==> src/rtl/kbf_pkg.sv <==
`timescale 1ns / 1ps
package kbf_pkg;

  // membership table geometry
  localparam int TBL_AW      = 14;
  localparam int TBL_DEPTH   = 1 << TBL_AW;
  localparam int TBL_WORD_W  = 64;
  localparam int BIT_SEL_W   = 6;
  localparam int IDX_CODE_W  = TBL_AW + BIT_SEL_W;

  // queue between front and back
  localparam int QDEPTH      = 4;
  localparam int QPTR_W      = 2;
  localparam int QCNT_W      = QPTR_W + 1;

  // stream field layout
  localparam int BASE_W      = 8;
  localparam int WL_W        = 4;
  localparam int S_TDATA_W   = 88;
  localparam int M_TDATA_W   = 8;

  localparam logic [WL_W-1:0] WL_RESET = 4'd10;

  // command codes carried on tuser
  localparam logic CMD_SEQ   = 1'b0;
  localparam logic CMD_WRITE = 1'b1;

  // queue entry: a table write or a classified sequence character
  // for a table write the word address travels in fwd_idx
  typedef struct packed {
    logic                  is_write;
    logic                  lookup;
    logic                  last;
    logic [TBL_AW-1:0]     fwd_idx;
    logic [BIT_SEL_W-1:0]  fwd_bit;
    logic [TBL_AW-1:0]     rc_idx;
    logic [BIT_SEL_W-1:0]  rc_bit;
    logic [TBL_WORD_W-1:0] word;
  } kbf_entry_t;

endpackage

==> src/rtl/kbf_front.sv <==
`timescale 1ns / 1ps
module kbf_front #(
  parameter int MAX_WORD_LENGTH = 10
) (
  input  logic                        clk_i,
  input  logic                        rst_ni,
  input  logic                        cfg_we_i,
  input  logic [kbf_pkg::WL_W-1:0]    cfg_wdata_i,
  input  logic                        valid_i,
  output logic                        ready_o,
  input  logic                        command_i,
  input  logic [kbf_pkg::BASE_W-1:0]  base_i,
  input  logic                        last_i,
  input  logic [kbf_pkg::TBL_AW-1:0]  table_address_i,
  input  logic [kbf_pkg::TBL_WORD_W-1:0] table_word_i,
  output logic                        push_o,
  output kbf_pkg::kbf_entry_t         entry_o,
  input  logic                        full_i
);
  import kbf_pkg::*;

  localparam int KW  = 2 * MAX_WORD_LENGTH;
  localparam int KBW = $clog2(MAX_WORD_LENGTH + 1);
  localparam int CW  = (KW > IDX_CODE_W) ? KW : IDX_CODE_W;

  logic [WL_W-1:0] wl_q;
  logic [KW-1:0]   fwd_q, fwd_d;
  logic [KW-1:0]   rc_q, rc_d;
  logic [KBW-1:0]  vb_q, vb_d;

  logic [KBW-1:0]  k;
  logic [KW-1:0]   mask;
  logic            is_base;
  logic [1:0]      code;
  logic [KW-1:0]   fwd_n, rc_n;
  logic [KBW-1:0]  vb_n;
  logic [CW-1:0]   fwd_ext, rc_ext;
  logic            accept;

  assign ready_o = !full_i;
  assign accept  = valid_i && ready_o;
  assign push_o  = accept;

  // word length register
  always_ff @(posedge clk_i or negedge rst_ni) begin
    if (!rst_ni) begin
      wl_q <= WL_RESET;
    end else if (cfg_we_i) begin
      wl_q <= cfg_wdata_i;
    end
  end

  // effective k and the 2k-bit mask
  always_comb begin
    if (wl_q == '0) begin
      k = KBW'(1);
    end else if (int'(wl_q) > MAX_WORD_LENGTH) begin
      k = KBW'(MAX_WORD_LENGTH);
    end else begin
      k = KBW'(wl_q);
    end
    for (int i = 0; i < KW; i++) begin
      mask[i] = (i < 2 * int'(k));
    end
  end

  // base decode, upper or lower case
  always_comb begin
    is_base = 1'b1;
    code    = 2'd0;
    unique case (base_i)
      8'h41, 8'h61: code = 2'd0;
      8'h43, 8'h63: code = 2'd1;
      8'h47, 8'h67: code = 2'd2;
      8'h54, 8'h74: code = 2'd3;
      default:      is_base = 1'b0;
    endcase
  end

  // rolling forward and reverse complement codes
  always_comb begin
    fwd_n = ((fwd_q << 2) | KW'(code)) & mask;
    rc_n  = (((rc_q & mask) >> 2) | (KW'(~code) << (2 * (int'(k) - 1)))) & mask;
    vb_n  = (vb_q < k) ? vb_q + 1'b1 : k;
  end

  // per-read state update
  always_comb begin
    fwd_d = fwd_q;
    rc_d  = rc_q;
    vb_d  = vb_q;
    if (accept && command_i == CMD_SEQ) begin
      if (last_i || !is_base) begin
        fwd_d = '0;
        rc_d  = '0;
        vb_d  = '0;
      end else begin
        fwd_d = fwd_n;
        rc_d  = rc_n;
        vb_d  = vb_n;
      end
    end
  end

  always_ff @(posedge clk_i or negedge rst_ni) begin
    if (!rst_ni) begin
      fwd_q <= '0;
      rc_q  <= '0;
      vb_q  <= '0;
    end else begin
      fwd_q <= fwd_d;
      rc_q  <= rc_d;
      vb_q  <= vb_d;
    end
  end

  // queue entry
  assign fwd_ext = CW'(fwd_n);
  assign rc_ext  = CW'(rc_n);

  always_comb begin
    entry_o          = '0;
    entry_o.word     = table_word_i;
    if (command_i == CMD_WRITE) begin
      entry_o.is_write = 1'b1;
      entry_o.fwd_idx  = table_address_i;
    end else begin
      entry_o.last     = last_i;
      entry_o.lookup   = is_base && (vb_n == k);
      entry_o.fwd_idx  = fwd_ext[IDX_CODE_W-1:BIT_SEL_W];
      entry_o.fwd_bit  = fwd_ext[BIT_SEL_W-1:0];
      entry_o.rc_idx   = rc_ext[IDX_CODE_W-1:BIT_SEL_W];
      entry_o.rc_bit   = rc_ext[BIT_SEL_W-1:0];
    end
  end

endmodule

==> config.mk <==
export PLATFORM = sky130hd
export DESIGN_NAME = kbf_front
export DESIGN_NICKNAME = d
export VERILOG_FILES = /design/src/rtl/kbf_pkg.sv /design/src/rtl/kbf_front.sv
export SDC_FILE = /design/constraint.sdc
export NUM_CORES = 1
export LEC_CHECK = 0
export BUFFER_PORTS_ARGS = -buffer_cell sky130_fd_sc_hd__buf_2
export CAP_MARGIN = 20
export CORE_MARGIN = 1.5
export CORE_UTILIZATION = 40
export CTS_BUF_LIST = sky130_fd_sc_hd__clkbuf_16
export DETAILED_ROUTE_END_ITERATION = 7
export GPL_TIMING_DRIVEN = 0
export PLACE_DENSITY = 0.78
export SYNTH_ARGS = -nofsm -noshare
export SYNTH_HDL_FRONTEND = slang
export SYNTH_SLANG_ARGS = --single-unit
export TNS_END_PERCENT = 1
==> constraint.sdc <==
create_clock -name clk_i -period 2.65 [get_ports clk_i]
set_input_delay 0.1325 -clock clk_i [delete_from_list [all_inputs] [get_ports clk_i]]
set_output_delay 0.1325 -clock clk_i [all_outputs]
set_load 0.005 [all_outputs]
; ---- After elaboration in Yosys (flattened, before gate mapping)
; Cells that the tools add are included.
[totals]
reg_bits = 46
inputBits = 97
output_inout_bits = 109
[op_classes]
n_addsub = 2
order_cmp = 22
n_eq_ne = 9
shifts = 1
muxes = 12
bitwise_logic = 7
n_reduce_logical = 11
[ops]
columns = op, n
row1 = "equality test 8 x 7 -> 1 bit, second input constant", 8
row2 = bitwise AND 20 bit, 3
row3 = "< comparator 4 x 5 -> 1 bit, first input constant", 8
row4 = left shift 20 x 32 -> 20 bit, 1
row5 = 2-to-1 mux 26 bit, 1
row6 = "< comparator 3 x 5 -> 1 bit, first input constant", 4
row7 = "< comparator 5 bit, first input constant", 4
row8 = 2-to-1 mux 20 bit, 1
row9 = inverter 2 -> 20 bit, 1
row10 = bitwise OR 18 x 20 -> 20 bit, 1
row11 = bitwise OR 20 x 2 -> 20 bit, 1
row12 = 2-to-1 mux 18 bit, 1
row13 = 2-to-1 mux 4 bit, 4
row14 = 2-to-1 mux 14 bit, 1
row15 = "< comparator 1 x 5 -> 1 bit, first input constant", 2
row16 = "< comparator 2 x 5 -> 1 bit, first input constant", 2
row17 = OR reduction 8 bit, 1
row18 = case mux 2 bit (3 select lines), 1
row19 = OR reduction 2 bit, 3
row20 = "subtractor 4 x 1 -> 5 bit, second input constant", 1
row21 = "adder 4 x 1 -> 4 bit, second input constant", 1
row22 = equality test 4 bit, 1
row23 = "greater-than comparator 4 bit, second input constant", 1
row24 = logical NOT 4 bit, 1
row25 = 7 further kinds, 11

; ---- Depth between registers and ports, before layout
[logic_depth]
ltp_word = 8
ltp_mapped = 12

; ---- Least setup slack after synthesis
; Ideal clock, no wire load.
[synth_path]
path_kind = reg-to-reg
startpoint = reg wl_q[3]
endpoint = reg rc_q[5]
arrival_time_ns = 2.615
path_slack_ns = -0.057
path_stages_with_launch = 11
synth_period_minus_slack_ns = 2.707
cell_sequence = dfstp_2 -> buf_4 -> clkbuf_1 -> a21o_2 -> inv_1 -> ha_1 -> ha_1 -> nor2_8 -> a21oi_2 -> or3_4 -> o31ai_2
[synth_between]
elab_chain_cells = 8
elab_cells_between_ends = 12
classes_between = add/sub (1) / order compare (3) / shift (1) / mux (3) / bitwise (3) / reduce/logical (1)
[synth_lines]
columns = element, line
row1 = from (decl), kbf_front.sv:26  ; logic [WL_W-1:0] wl_q;
row2 = from (signal assigned), kbf_front.sv:49  ; wl_q <= cfg_wdata_i;
row3 = greater-than comparator 4 bit, kbf_front.sv:57  ; end else if (int'(wl_q) > MAX_WORD_LENGTH) begin
row4 = 2-to-1 mux 4 bit, kbf_front.sv:57
row5 = 2-to-1 mux 4 bit *, kbf_front.sv:55  ; if (wl_q == '0) begin
row6 = subtractor 4 x 1 -> 5 bit or < comparator 3 x 5 -> 1 bit (tied branches), "kbf_front.sv:83, kbf_front.sv:63"
row7 = left shift 20 x 32 -> 20 bit or bitwise AND 20 bit (tied branches), kbf_front.sv:83  ; rc_n = (((rc_q & mask) >> 2) | (KW'(~code) << (2 * (int'(k) - 1)))) & mask;
row8 = bitwise OR 18 x 20 -> 20 bit, kbf_front.sv:83
row9 = bitwise AND 20 bit *, kbf_front.sv:83
row10 = 2-to-1 mux 20 bit *, kbf_front.sv:93  ; if (last_i || !is_base) begin
row11 = to (signal assigned), kbf_front.sv:112  ; rc_q <= rc_d;
row12 = to (decl), kbf_front.sv:28  ; logic [KW-1:0] rc_q, rc_d;
; Every way passes the cells marked *; elsewhere a longest branch is shown, timed or not.
; A chain may end at the register's enable or synchronous reset.

==> flow_summary.toml <==
[power]
clockPowerShare_pct = 26.7
p_int_w = 0.00149
ir_worst_vdd_v = 0.000274
p_seq_share_pct = 30.5
switching_share_pct = 34.4
comb_power_share_pct = 42.8
p_per_area_nw_per_um2 = 454
p_sw_w = 0.000781
p_total_w = 0.00227
power.leakage_nw = 2.47

[run_status]
status = "finished with violations"
failed_checks = "setup timing"

[clock_network]
cts_tree = "yes"
insertion_delay_ns = 0.29
htreeDepth = 2
root_buffer = "clkbuf_16"
cts_made_buffers = 5
numClockSinks = 44
clk_pin_slew_ns = 0.06
clockBufferDepth = 2

[worst_hold_path]
holdPathStages = 3
hold_start = "cfg_wdata_i[3]"
min_to = "wl_q[3]"
min_path_type = "input port to register"

[grt]
grt_pass1_wl_um = 17900
antenna_found_initial = 0
grt_start_max_net_pins = 45
grt_use_total_pct = 26.2
grt.overflow.total = 0
grt_pass1_vias = 3578

[final_layout]
diodes = 0
fin_cells = 712
drive_above_1_share_pct = 51.4
utilization_pct = 60.4
syn_to_final_growth_pct = 44.7
n_fill_cell = 737
final_cell_mix = "buf_2 (139), buf_4 (100), nand2_1 (70), dfrtp_1 (41), o21ai_0 (32)"
layout_commonest_cell = "buf_2"
fin_nets = 710

[die]
initial_utilization_pct = 41.7
core_area_um2 = 8300
die_y_um = 96.0
rows = 33
die-area_um2 = 9220
num_io_pins = 206
fp.dieW_um = 96.0

[sta]
fin_skew_ns = 0.00785
timing.final.ws_setup_ns = -0.273
hold_violations = 0
grt_setup_unrepaired = "true"
tns_ns = -1.68
fin_crit_ns = 2.92
slew_headroom_pct = 32.9
worst_pin_slew_ns = 1.01
drv_slew = 0
setup_viol = 16
fmax_ghz = 0.342
finalCritPeriodShare_pct = 110

[yosys]
synth_fp_nets = 527
yosysSeqAreaShare_pct = 31.9
synth_edf_count = 0
syn-cell-area_um2 = 3460
postSynthAreaPerCell_um2 = 8.18
syn_inst = 423
async_flop_share_pct = 100
ys_warn_count = 0
synth_seq_cells = 44
synthFlopType = "dfrtp_1"
ys_types = 60

[setup_path]
cp_common_cell = "buf_6"
worst-setup-path-type = "register to output pin"
reg2reg_from = "wl_q[3]"
crit_fanout = 7
startpoint_type = "register"
r2r.worst_path.cells = 15
crit_chain = "buf_6 > nor2_4 > a21o_1 > buf_6 > clkinv_8 > ha_4 > inv_6 > o211ai_1 > a21o_4 > nor3_4 > a221oi_2 > nor4_2 > buf_2"
r2r_end = "rc_q[9]"
r2r_slack_ns = -0.05
max_stage_delay_ns = 0.37
endpoint_kind = "output pin"
arrival_ns = 2.79
crit_slowest_cell = "dfrtp_1"
worstPathRequired_ns = 2.52

[place]
portBuffers = 139
post-place-ws_ns = -0.634
placed_cells = 667
dp_hpwl_um = 8730
finalWeightedCongestion = 0.942

[job]
cap_violations = 0

[drt]
drtPass1Iterations = 5
routed_via_density = 5.60
drt_iter0_markers = 304
num_vias = 3987
avgRoutedWirePerCell_um = 17.5
ant_nets = 0
drc = 0
wl_um = 12400
-- synthesized netlist by cell type, types with 8 or more instances --
cell type / instances / area share (%)
nand2_1: 70 / 7.6
buf_4: 68 / 15
dfrtp_1: 42 / 30
nor2_1: 35 / 3.8
o21ai_0: 32 / 4.6
nor3_1: 14 / 2.0
clkbuf_1: 13 / 1.4
a221oi_1: 11 / 2.8
a21oi_1: 9 / 1.3
a32o_1: 9 / 2.6
inv_1: 8 / 0.87
nand2b_1: 8 / 1.4
-- sequential cells by signal, summed over array words and instances, names as in the netlist --
signal and count:
fwd_q 18, rc_q 18, vb_q 4, wl_q 4
-- layout make-up --
type	count	area [µm²]	share of cell area, %
Buffer	86	658	13.1
Clock buffer	5	125	2.50
Clock inverter	3	13.8	0.275
Inverter	10	62.6	1.25
Multi-Input combinational cell	282	1900	38.0
Sequential cell	44	1100	22.1
Tap cell	105	131	2.62
Timing Repair Buffer	177	1010	20.2
-- cells by family (layout without fill, tap and decap cells) --
group | after synthesis | count (layout) | share of synthesized area [%]
simple gates | 163 | 163 | 22.4
compound gates | 104 | 104 | 21.6
buf+inv | 97 | 281 | 19.3
flops | 44 | 44 | 31.9
fa+ha+maj | 7 | 7 | 2.53
mux | 5 | 5 | 1.55
xor+xnor | 3 | 3 | 0.759
-- through the flow --
stage / hold slack [ns] / area, µm²
final: 0.0601 / 5010
after floorplan: -0.163 / 3460
after CTS: 0.0597 / 4880
after detailed placement: 0.352 / 4290
after global placement: 0.345 / 4290
after global routing: 0.0916 / 5010
-- power by group through the flow --
stage / Sequential, W / Clock (W) / Combinational [W]
6_report: 0.000693 / 0.000607 / 0.000974
5_1_grt: 0.000694 / 0.000631 / 0.00104
4_1_cts: 0.000693 / 0.000608 / 0.000895
3_5_place_dp: 0.000702 / 0 / 0.000673
3_3_place_gp: 0.000702 / 0 / 0.000665
2_1_floorplan: 0.000700 / 0 / 0.000431
-- worst max-delay path, delay by kind of cell (launching register included) --
| family | cells | cell delay, ns |
|---|---|---|
| buffers and inverters | 5 | 0.60 |
| and+or+nand+nor | 3 | 0.65 |
| adders and majority gates | 1 | 0.19 |
| AOI/OAI and AO/OA | 4 | 0.67 |
| DFF | 1 | 0.37 |
-- layer usage --
| metal | vias up | track usage (%) | routed length, µm |
|---|---|---|---|
| li1 | 1794 | - | - |
| met4 | 0 | 9.56 | 357 |
| met2 | 283 | 43.7 | 5990 |
| met1 | 1866 | 33.4 | 4740 |
| met3 | 44 | 5.45 | 1340 |
| met5 | - | 0 | 0 |
-- repair_timing --
| action | in CTS | in global routing |
|---|---|---|
| buffers inserted | 29 | 7 |
| pin swaps | 13 | 9 |
| endpoints found under the hold margin | 0 | 7 |
| hold buffers | 0 | 1 |
| endpoints found under the setup margin | 41 | 22 |
| gates resized for setup | 49 | 10 |
-- worst max-delay path by stage --
| stage | start | end | slack (ns) | cells past startpoint |
|---|---|---|---|---|
| 3_3_place_gp | wl_q[2] | entry_o[72] | -0.65 | 12 |
| 4_1_cts | wl_q[3] | entry_o[73] | -0.11 | 11 |
| 6_report | wl_q[2] | entry_o[72] | -0.27 | 13 |
| 3_5_place_dp | wl_q[2] | entry_o[72] | -0.63 | 12 |
| 2_1_floorplan | wl_q[3] | rc_q[5] | 0.07 | 10 |
| 5_1_grt | wl_q[2] | entry_o[72] | -0.29 | 13 |
No activity file was read; power rests on OpenSTA's default activity.
