File: config.mk
export PLATFORM = sky130hd
export DESIGN_NAME = kbf_fifo
export DESIGN_NICKNAME = d
export VERILOG_FILES = /design/src/rtl/kbf_pkg.sv /design/src/rtl/kbf_fifo.sv
export SDC_FILE = /design/constraint.sdc
export NUM_CORES = 1
export LEC_CHECK = 0
export BUFFER_PORTS_ARGS = -buffer_cell sky130_fd_sc_hd__buf_2
export CORE_AREA = 2 2 233 120
export CTS_BUF_LIST = sky130_fd_sc_hd__clkbuf_4 sky130_fd_sc_hd__clkbuf_8
export CTS_CLUSTER_SIZE = 8
export DETAILED_ROUTE_END_ITERATION = 7
export DIE_AREA = 0 0 235 122
export PLACE_DENSITY = 0.83
export SYNTH_ARGS = -nofsm -noshare
export SYNTH_HDL_FRONTEND = slang
export SYNTH_SLANG_ARGS = --single-unit
File: constraint.sdc
create_clock -name clk_i -period 6.9 [get_ports clk_i]
set_clock_uncertainty 0.05 [all_clocks]
set_input_delay 1.035 -clock clk_i [delete_from_list [all_inputs] [get_ports clk_i]]
set_output_delay 1.035 -clock clk_i [all_outputs]
set_load 0.03 [all_outputs]
File: src/rtl/kbf_pkg.sv
`timescale 1ns / 1ps
package kbf_pkg;

  // membership table geometry
  localparam int TBL_AW      = 14;
  localparam int TBL_DEPTH   = 1 << TBL_AW;
  localparam int TBL_WORD_W  = 64;
  localparam int BIT_SEL_W   = 6;
  localparam int IDX_CODE_W  = TBL_AW + BIT_SEL_W;

  // queue between front and back
  localparam int QDEPTH      = 4;
  localparam int QPTR_W      = 2;
  localparam int QCNT_W      = QPTR_W + 1;

  // stream field layout
  localparam int BASE_W      = 8;
  localparam int WL_W        = 4;
  localparam int S_TDATA_W   = 88;
  localparam int M_TDATA_W   = 8;

  localparam logic [WL_W-1:0] WL_RESET = 4'd10;

  // command codes carried on tuser
  localparam logic CMD_SEQ   = 1'b0;
  localparam logic CMD_WRITE = 1'b1;

  // queue entry: a table write or a classified sequence character
  // for a table write the word address travels in fwd_idx
  typedef struct packed {
    logic                  is_write;
    logic                  lookup;
    logic                  last;
    logic [TBL_AW-1:0]     fwd_idx;
    logic [BIT_SEL_W-1:0]  fwd_bit;
    logic [TBL_AW-1:0]     rc_idx;
    logic [BIT_SEL_W-1:0]  rc_bit;
    logic [TBL_WORD_W-1:0] word;
  } kbf_entry_t;

endpackage

File: src/rtl/kbf_fifo.sv
`timescale 1ns / 1ps
module kbf_fifo (
  input  logic                clk_i,
  input  logic                rst_ni,
  input  logic                push_i,
  input  kbf_pkg::kbf_entry_t entry_i,
  output logic                full_o,
  output logic                valid_o,
  output kbf_pkg::kbf_entry_t entry_o,
  input  logic                pop_i
);
  import kbf_pkg::*;

  kbf_entry_t        slot_q [QDEPTH];
  logic [QPTR_W-1:0] wr_ptr_q, rd_ptr_q;
  logic [QCNT_W-1:0] cnt_q;
  logic              do_push, do_pop;

  assign full_o  = (cnt_q == QCNT_W'(QDEPTH));
  assign valid_o = (cnt_q != '0);
  assign entry_o = slot_q[rd_ptr_q];
  assign do_push = push_i && !full_o;
  assign do_pop  = pop_i && valid_o;

  // entry storage
  always_ff @(posedge clk_i) begin
    if (do_push) begin
      slot_q[wr_ptr_q] <= entry_i;
    end
  end

  // pointers and fill count
  always_ff @(posedge clk_i or negedge rst_ni) begin
    if (!rst_ni) begin
      wr_ptr_q <= '0;
      rd_ptr_q <= '0;
      cnt_q    <= '0;
    end else begin
      if (do_push) begin
        wr_ptr_q <= wr_ptr_q + 1'b1;
      end
      if (do_pop) begin
        rd_ptr_q <= rd_ptr_q + 1'b1;
      end
      unique case ({do_push, do_pop})
        2'b10:   cnt_q <= cnt_q + 1'b1;
        2'b01:   cnt_q <= cnt_q - 1'b1;
        default: cnt_q <= cnt_q;
      endcase
    end
  end

endmodule

After elaboration in Yosys (flattened, before gate mapping)
Memories as Yosys holds them, arrays and structs flattened.
Cells that the tools add are included.
{"block": "totals", "regBits": 7, "latchBits": 0, "ram_bits": 428, "romBits": 0, "inputBits": 111, "out_inout_bits": 109, "wordCells": 19, "mem_count": 1}
{"block": "op_classes", "addsub": 4, "mul": 0, "n_div": 0, "magnitude_cmp": 0, "eq_ne": 3, "shift": 0, "muxes": 3, "bitwise": 0, "n_reduce_logical": 5}
{"name": "slot_q", "words": 4, "width": 107, "rd": 1, "rd_ports_with_merged_regs": 0, "wr": 1, "line_no": "kbf_fifo.sv:14", "text": "kbf_entry_t slot_q [QDEPTH];"}
{"cell": "one-hot mux 3 bit (2 select lines)", "n": 1}
{"cell": "adder 2 x 1 -> 2 bit (second input constant)", "n": 2}
{"cell": "adder 3 x 1 -> 3 bit (second input constant)", "n": 1}
{"cell": "equality test 3 bit (second input constant)", "n": 1}
{"cell": "nonzero test 3 bit", "n": 1}
{"cell": "subtractor 3 x 1 -> 3 bit (second input constant)", "n": 1}
{"cell": "equality test 2 x 1 -> 1 bit (second input constant)", "n": 1}
{"cell": "equality test 2 bit (second input constant)", "n": 1}
{"cell": "logical AND 1 bit", "n": 2}
{"cell": "2-to-1 mux 1 bit", "n": 2}
{"cell": "nonzero test 2 bit", "n": 1}
{"cell": "logical NOT 1 bit", "n": 1}

Depth between registers and ports, before layout
Gate-level depths: netlist of run 1.
{"block": "logic_depth", "ltp_word": 5, "depth_mapped": 9, "mapped_depth_nobuf": 9}

Worst setup path before layout of run 1
OpenSTA, ideal clock, no wires.
{"block": "synth_timing", "path_kind": "in2reg", "startpoint": "input port push_i", "endpoint": "memory slot_q[0][0] (netlist name), enable pin", "setup_ns": 0.478, "t_arrival_ns": 3.876, "required_ns": 6.372, "path_slack_ns": 2.496, "stages": 2, "path_buffers": 0, "cell_sequence": "nor2b_1 > and2_1"}
{"block": "synth_between", "elab_chain_len": 3}
{"element": "start, declared", "line_no": "kbf_fifo.sv:5", "text": "input logic push_i,"}
{"element": "logical AND 1 bit", "line_no": "kbf_fifo.sv:22", "text": "assign do_push = push_i && !full_o;"}
{"element": "2-to-1 mux 1 bit", "line_no": "kbf_fifo.sv:27", "text": "if (do_push) begin"}
{"element": "2-to-1 mux 1 bit (not written as such)", "line_no": "kbf_fifo.sv:28", "text": "slot_q[wr_ptr_q] <= entry_i;"}
{"element": "end, declared", "line_no": "kbf_fifo.sv:14"}
No other way between the ends.

==> results of run 1 <==
## final cells by class
cell class / instances / area, sq um / share of cell area
sequential: 435 / 13000 / 0.712
multi-input combinational: 131 / 2640 / 0.144
timing repair buffer: 225 / 1150 / 0.0630
clock buffer: 80 / 1000 / 0.0546
tap: 360 / 450 / 0.0246
inverter: 6 / 22.5 / 0.00123
clock inverter: 3 / 15.0 / 0.000820
antenna: 1 / 2.50 / 0.000137
## where the power goes
group,leakage [nW],total [mW],internal [mW],switching (mW)
combinational,1.71,2.84,1.03,1.81
sequential,4.00,3.74,3.50,0.235
clock,0.537,1.77,0.914,0.859
## layout by cell type (no fill, tap or decap), drive strengths merged, types with 2 or more instances in the layout
cell type and instances:
xor2 3, clkbuf 80, xnor2 3, edfxtp 428, dfrtp 7, clkinv 2
mux4 107, and2 4, ha 5, buf 225, inv 6
## how the worst max path moves through the flow
stage / start / end
after floorplan: push_i / slot_q[0][0]
after detailed placement: push_i / slot_q[2][43]
after global routing: rd_ptr_q[0] / entry_o[2]
after CTS: rd_ptr_q[1] / entry_o[2]
final: rd_ptr_q[0] / entry_o[2]
after global placement: push_i / slot_q[3][41]
## per-stage QoR
step	hold WS (ns)	std cells	power, mW	worst slack [ns]
global route	0.175	1240	8.72	2.59
CTS	0.168	1240	8.47	2.73
finish	0.215	1241	8.35	2.82
global placement	0.446	1157	6.63	3.30
floorplan	0.419	596	5.90	2.50
detailed placement	0.446	1157	6.69	3.23
## per-layer routing
layer  track usage  wire length, microns  vias to the layer above
li1              -                     -                     3082
met1         0.293                 12700                     3677
met2         0.323                 13900                      260
met3        0.0687                  2250                       52
met4        0.0558                   458                        6
met5             0                    41                        -
## registers in the layout, indices dropped and copies added (netlist names)
name	flops
cnt_q	3
slot_q	428
rd_ptr_q	2
wr_ptr_q	2
## cell families (layout without fill, tap and decap cells)
logic type	after synthesis	in the layout	synth area share
and+or+nand+nor	9	9	0.00332
xor gates and xnor gates	6	6	0.00332
muxes	109	109	0.154
adders and majority gates	6	6	0.00522
AOI/OAI and AO/OA	1	1	0.000554
buffers and inverters	30	314	0.0105
other	0	1	0
DFF	435	435	0.823
==> results_dict.tcl, run 1 <==
set metrics [dict create \
    antenna_found_initial 4 \
    grt_pass1_wl_mm 44.6 \
    wirelength_mm 29.3 \
    path_class "flop to output pin" \
    yosys_warnings 0 \
    clock_path_buffers 3 \
    synth_area_sq_um 15800 \
    drc 0 \
    via_count 7077 \
    yosys-top-cells-area "edfxtp_1 (81%), mux4_2 (15%), dfrtp_1 (1.1%)" \
    critPathLaunchType "flop" \
    dpl_cell_area_sq_um 17300 \
    outcome "finished clean" \
    core_region_area_sq_um 27000 \
    finalMaxSlewViolations 0 \
    rows 43 \
    ctsHoldBuffers 0 \
    synth_nets 713 \
    post-route-period-util 0.591 \
    cts_sinks 435 \
    cp_slowest_stage_delay_ns 0.89 \
    r2r_end "slot_q[3][29]" \
    post_cts_resized 0 \
    hold_path.class "input pin to async pin" \
    tightest_slew_ns 0.985 \
    hold_viol 0 \
    cts_root_buffer "clkbuf_8" \
    async_flop_share 0.0161 \
    synthFlopType "edfxtp_1" \
    dp_hpwl_mm 17.2 \
    worst-endpoint-arrival_ns 2.99 \
    drtAntennaViolNets 0 \
    yosysTopAreaCellShare 0.812 \
    ys_ff_latch 435 \
    relSlewSlack 0.344 \
    post_cts_buffers 0 \
    post-route-cell-area_sq_um 18300 \
    ys_top_cells_by_count "edfxtp_1 (428), mux4_2 (107), buf_2 (10)" \
    cp_max_fo 73 \
    grt_start_max_net_pins 74 \
    gr-total-overflow 0 \
    rrSetupSlack_ns 3.84 \
    leakage_nw 6.25 \
    synth_top_cell_by_area "edfxtp_1" \
    synth_edf_count 428 \
    nFillCells 1634 \
    clk_latency_ns 0.59 \
    nets 977 \
    cp_top_family "flip-flops" \
    die_area_sq_um 28700 \
    cpMaxStageDelayCell "dfrtp_4" \
    drt_iter0_markers 560 \
    post_drt_wl_per_cell_microns 23.6 \
    port_buffers 219 \
    clk_pin_slew_ns 0.07 \
    ys_seq_area_frac 0.823 \
    ioPinCount 220 \
    yosysUniqueCellTypes 22 \
    path_cells "buf_12 -> mux4_2 -> buf_2" \
    cp.required_ns 5.81 \
    cp-end-kind "output pin" \
    syn_inst 596 \
    setup_viol 0 \
    first_global_vias 7500 \
    cts_buffers 61 \
    crit_buf_inv 2 \
    finalCriticalPeriod_ns 4.08 \
    r2r_start "cnt_q[2]" \
    rsz0062_at_grt "false" \
    crit_cells 3 \
    cts_tree "yes" \
    first_pass_iters 5 \
    avgSynthCellArea_sq_um 26.5 \
    fmax_mhz 245 \
    dieWidth_microns 235 \
    drv_cap 0 \
    p_per_area_nw_per_um2 456 \
    initial_core_util 0.587 \
    fin_util 0.680 \
    area_growth_pct 15.8 \
    irDropWorstVdd_uv 252 \
    dieHeight_microns 122 \
    vias_per_cell 5.70 \
    setup_tns_ns 0 \
    h-tree-depth 2 \
    gp_congestion 0.728 \
    r2r.worst_path.cells 4 \
    track_usage 0.209 \
    yosysMostFrequentCell "edfxtp_1" \
    drive_gt1_frac 0.477 \
]
Note: power is estimated with default switching activity, not from simulation.
==> run 2: changes to the inputs <==
Settings changed: ABC_AREA set to 1, CORE_AREA 2 2 233 120 to 2 2 258 133, DIE_AREA 0 0 235 122 to 0 0 260 135, PLACE_DENSITY 0.83 to 0.78.
Clock period 6.9 ns to 3.3 ns, I/O delays scaled along.
==> run 2 against run 1 <==
Effect of this change: final cell count increased by 62%; sequential share of layout area decreased by 6.2 points; clock-buffer cell count increased by 5; critical path depth increased by 3; total power increased by 130%; combinational power increased to 2.6 times the previous value; synthesized area increased by 10%; non-clock buffer count increased by 15; utilization decreased by 6.5 points; worst hold slack got worse by 0.14 ns; synthesized cell count increased by 120%; critical endpoint is now entry_o[68]; largest cell class unchanged.
==> results_dict.tcl, run 2 <==
set metrics [dict create \
    avgSynthCellArea_sq_um 13.3 \
    critPathLaunchType "flop" \
    drt_iter0_markers 660 \
    drive_gt1_frac 0.213 \
    cp-end-kind "output pin" \
    fmax_mhz 340 \
    top_register "slot_q" \
    total_power_mw 19.0 \
    rrSetupSlack_ns 1.03 \
    drv_cap 0 \
    cts_sinks 435 \
    drc 0 \
    drtAntennaViolNets 0 \
    yosysTopAreaCellShare 0.737 \
    first_global_vias 10200 \
    dieHeight_microns 135 \
    synth_nets 1425 \
    leakage_nw 8.11 \
    dp_hpwl_mm 20.3 \
    layout_common_cells "edfxtp_1 (428), nand2_1 (339), inv_1 (228)" \
    h-tree-depth 3 \
    ys_top_cells_by_count "edfxtp_1 (428), nand2_1 (339), inv_1 (228)" \
    dp.cells 1918 \
    min_to "slot_q[0][80]" \
    setup_tns_ns 0 \
    initial_core_util 0.534 \
    p_per_area_nw_per_um2 946 \
    antenna_found_initial 1 \
    post_cts_buffers 0 \
    synth_area_sq_um 17400 \
    min_from "entry_i[80]" \
    clock_path_buffers 3 \
    cts_buffers 66 \
    port_buffers 219 \
    cp_max_fo 122 \
    synth_edf_count 428 \
    r2r.worst_path.cells 5 \
    grt_start_max_net_pins 123 \
    gp_congestion 0.779 \
    outcome "finished clean" \
    via_count 10337 \
    wirelength_mm 34.5 \
    async_flop_share 0.0161 \
    reg_top3 "slot_q: 428 flops, cnt_q: 3 flops" \
    core_region_area_sq_um 32600 \
    r2r_end "slot_q[3][28]" \
    synth_top_cell_by_area "edfxtp_1" \
    nets 1663 \
    first_pass_iters 5 \
    dieWidth_microns 260 \
    vias_per_cell 5.14 \
    fin_cells 2011 \
    finalCriticalPeriod_ns 2.94 \
    die_area_sq_um 35100 \
    ys_seq_area_frac 0.747 \
    whs_path_depth 1 \
    post-route-period-util 0.890 \
    cts_tree "yes" \
    yosysMostFrequentCell "edfxtp_1" \
    rsz0062_at_grt "false" \
    area_growth_pct 15.1 \
    yosys-top-cells-area "edfxtp_1 (74%), o211ai_1 (9.2%), nand2_1 (7.3%)" \
    hold_path.class "input pin to flop" \
    rows 47 \
    ys_ff_latch 435 \
    layout_commonest_cell "edfxtp_1" \
    ioPinCount 220 \
    cp.required_ns 2.75 \
    relSlewSlack 0.514 \
    clk_latency_ns 0.57 \
    hold_viol 0 \
    post_drt_wl_per_cell_microns 17.1 \
    path_class "flop to output pin" \
    yosysUniqueCellTypes 18 \
    track_usage 0.200 \
    syn_inst 1308 \
    largest_reg_flops 428 \
    irDropWorstVdd_uv 704 \
    synthFlopType "edfxtp_1" \
    r2r_start "cnt_q[0]" \
    worst-endpoint-arrival_ns 2.39 \
    setup_viol 0 \
    yosys_warnings 0 \
    cts_root_buffer "clkbuf_8" \
    gr-total-overflow 0 \
    grt_pass1_wl_mm 54.1 \
    finalMaxSlewViolations 0 \
    clk_pin_slew_ns 0.06 \
    tightest_slew_ns 0.728 \
]
## run 2: what timing repair did
item	4_1_cts	5_1_grt
resized for setup	0	0
hold buffers	1	0
endpoints found under the setup margin	0	0
endpoints found under the hold margin	7	0
## run 2: kinds of logic after synthesis
logic type                 count (synthesis)  share of synthesized area
and+or+nand+nor                          351                     0.0762
AOI/OAI and AO/OA                        215                     0.0924
buffers and inverters                    300                     0.0794
adders and majority gates                  6                    0.00473
xor gates and xnor gates                   1                   0.000502
DFF                                      435                      0.747
## run 2: worst max-delay path, stage by stage, from the launching register on
cell and delay [ns]:
dfrtp_1 0.46, inv_8 0.29, buf_12 0.38, nand2_1 0.15, o211ai_1 0.15, nand2_1 0.08
buf_2 0.18
## run 2: how the worst max path moves through the flow
stage,startpoint,to,slack (ns),cells past startpoint
6_report,rd_ptr_q[0],entry_o[68],0.36,6
5_1_grt,rd_ptr_q[0],entry_o[35],0.18,6
4_1_cts,rd_ptr_q[0],entry_o[98],0.33,6
3_5_place_dp,rd_ptr_q[0],entry_o[33],0.99,6
3_3_place_gp,push_i,slot_q[3][44],1.08,4
2_1_floorplan,cnt_q[0],slot_q[0][0],-0.72,4
## run 2: power by group
part | switching, mW | internal (mW) | total, mW | leakage (nW)
sequential | 0.256 | 7.26 | 7.52 | 4.00
clock | 1.87 | 2.08 | 3.95 | 0.581
combinational | 5.51 | 2.01 | 7.52 | 3.52
## run 2: metal layers
metal,track usage,vias to the layer above,share of wire
li1,-,5051,-
met1,0.276,4966,0.45
met2,0.319,273,0.47
met3,0.0488,47,0.054
met4,0.0591,0,0.017
met5,0,-,0
## run 2: per-stage QoR
stage	instance area [sq um]	hold WS, ns	setup slack, ns	util
3_3_place_gp	19000	0.291	1.08	0.581
4_1_cts	20100	0.0229	0.332	0.615
6_report	20100	0.0785	0.362	0.615
5_1_grt	20100	0.0239	0.184	0.615
3_5_place_dp	19000	0.297	0.991	0.581
2_1_floorplan	17500	0.149	-0.722	-
## run 2: layout make-up
cell class	instances	area [sq um]
Tap cell	441	552
Timing Repair Buffer	240	1440
Sequential cell	435	13000
Fill cell	2430	12600
Antenna cell	1	2.50
Inverter	230	873
Clock buffer	85	1080
Multi-Input combinational cell	573	3060
Clock inverter	6	31.3
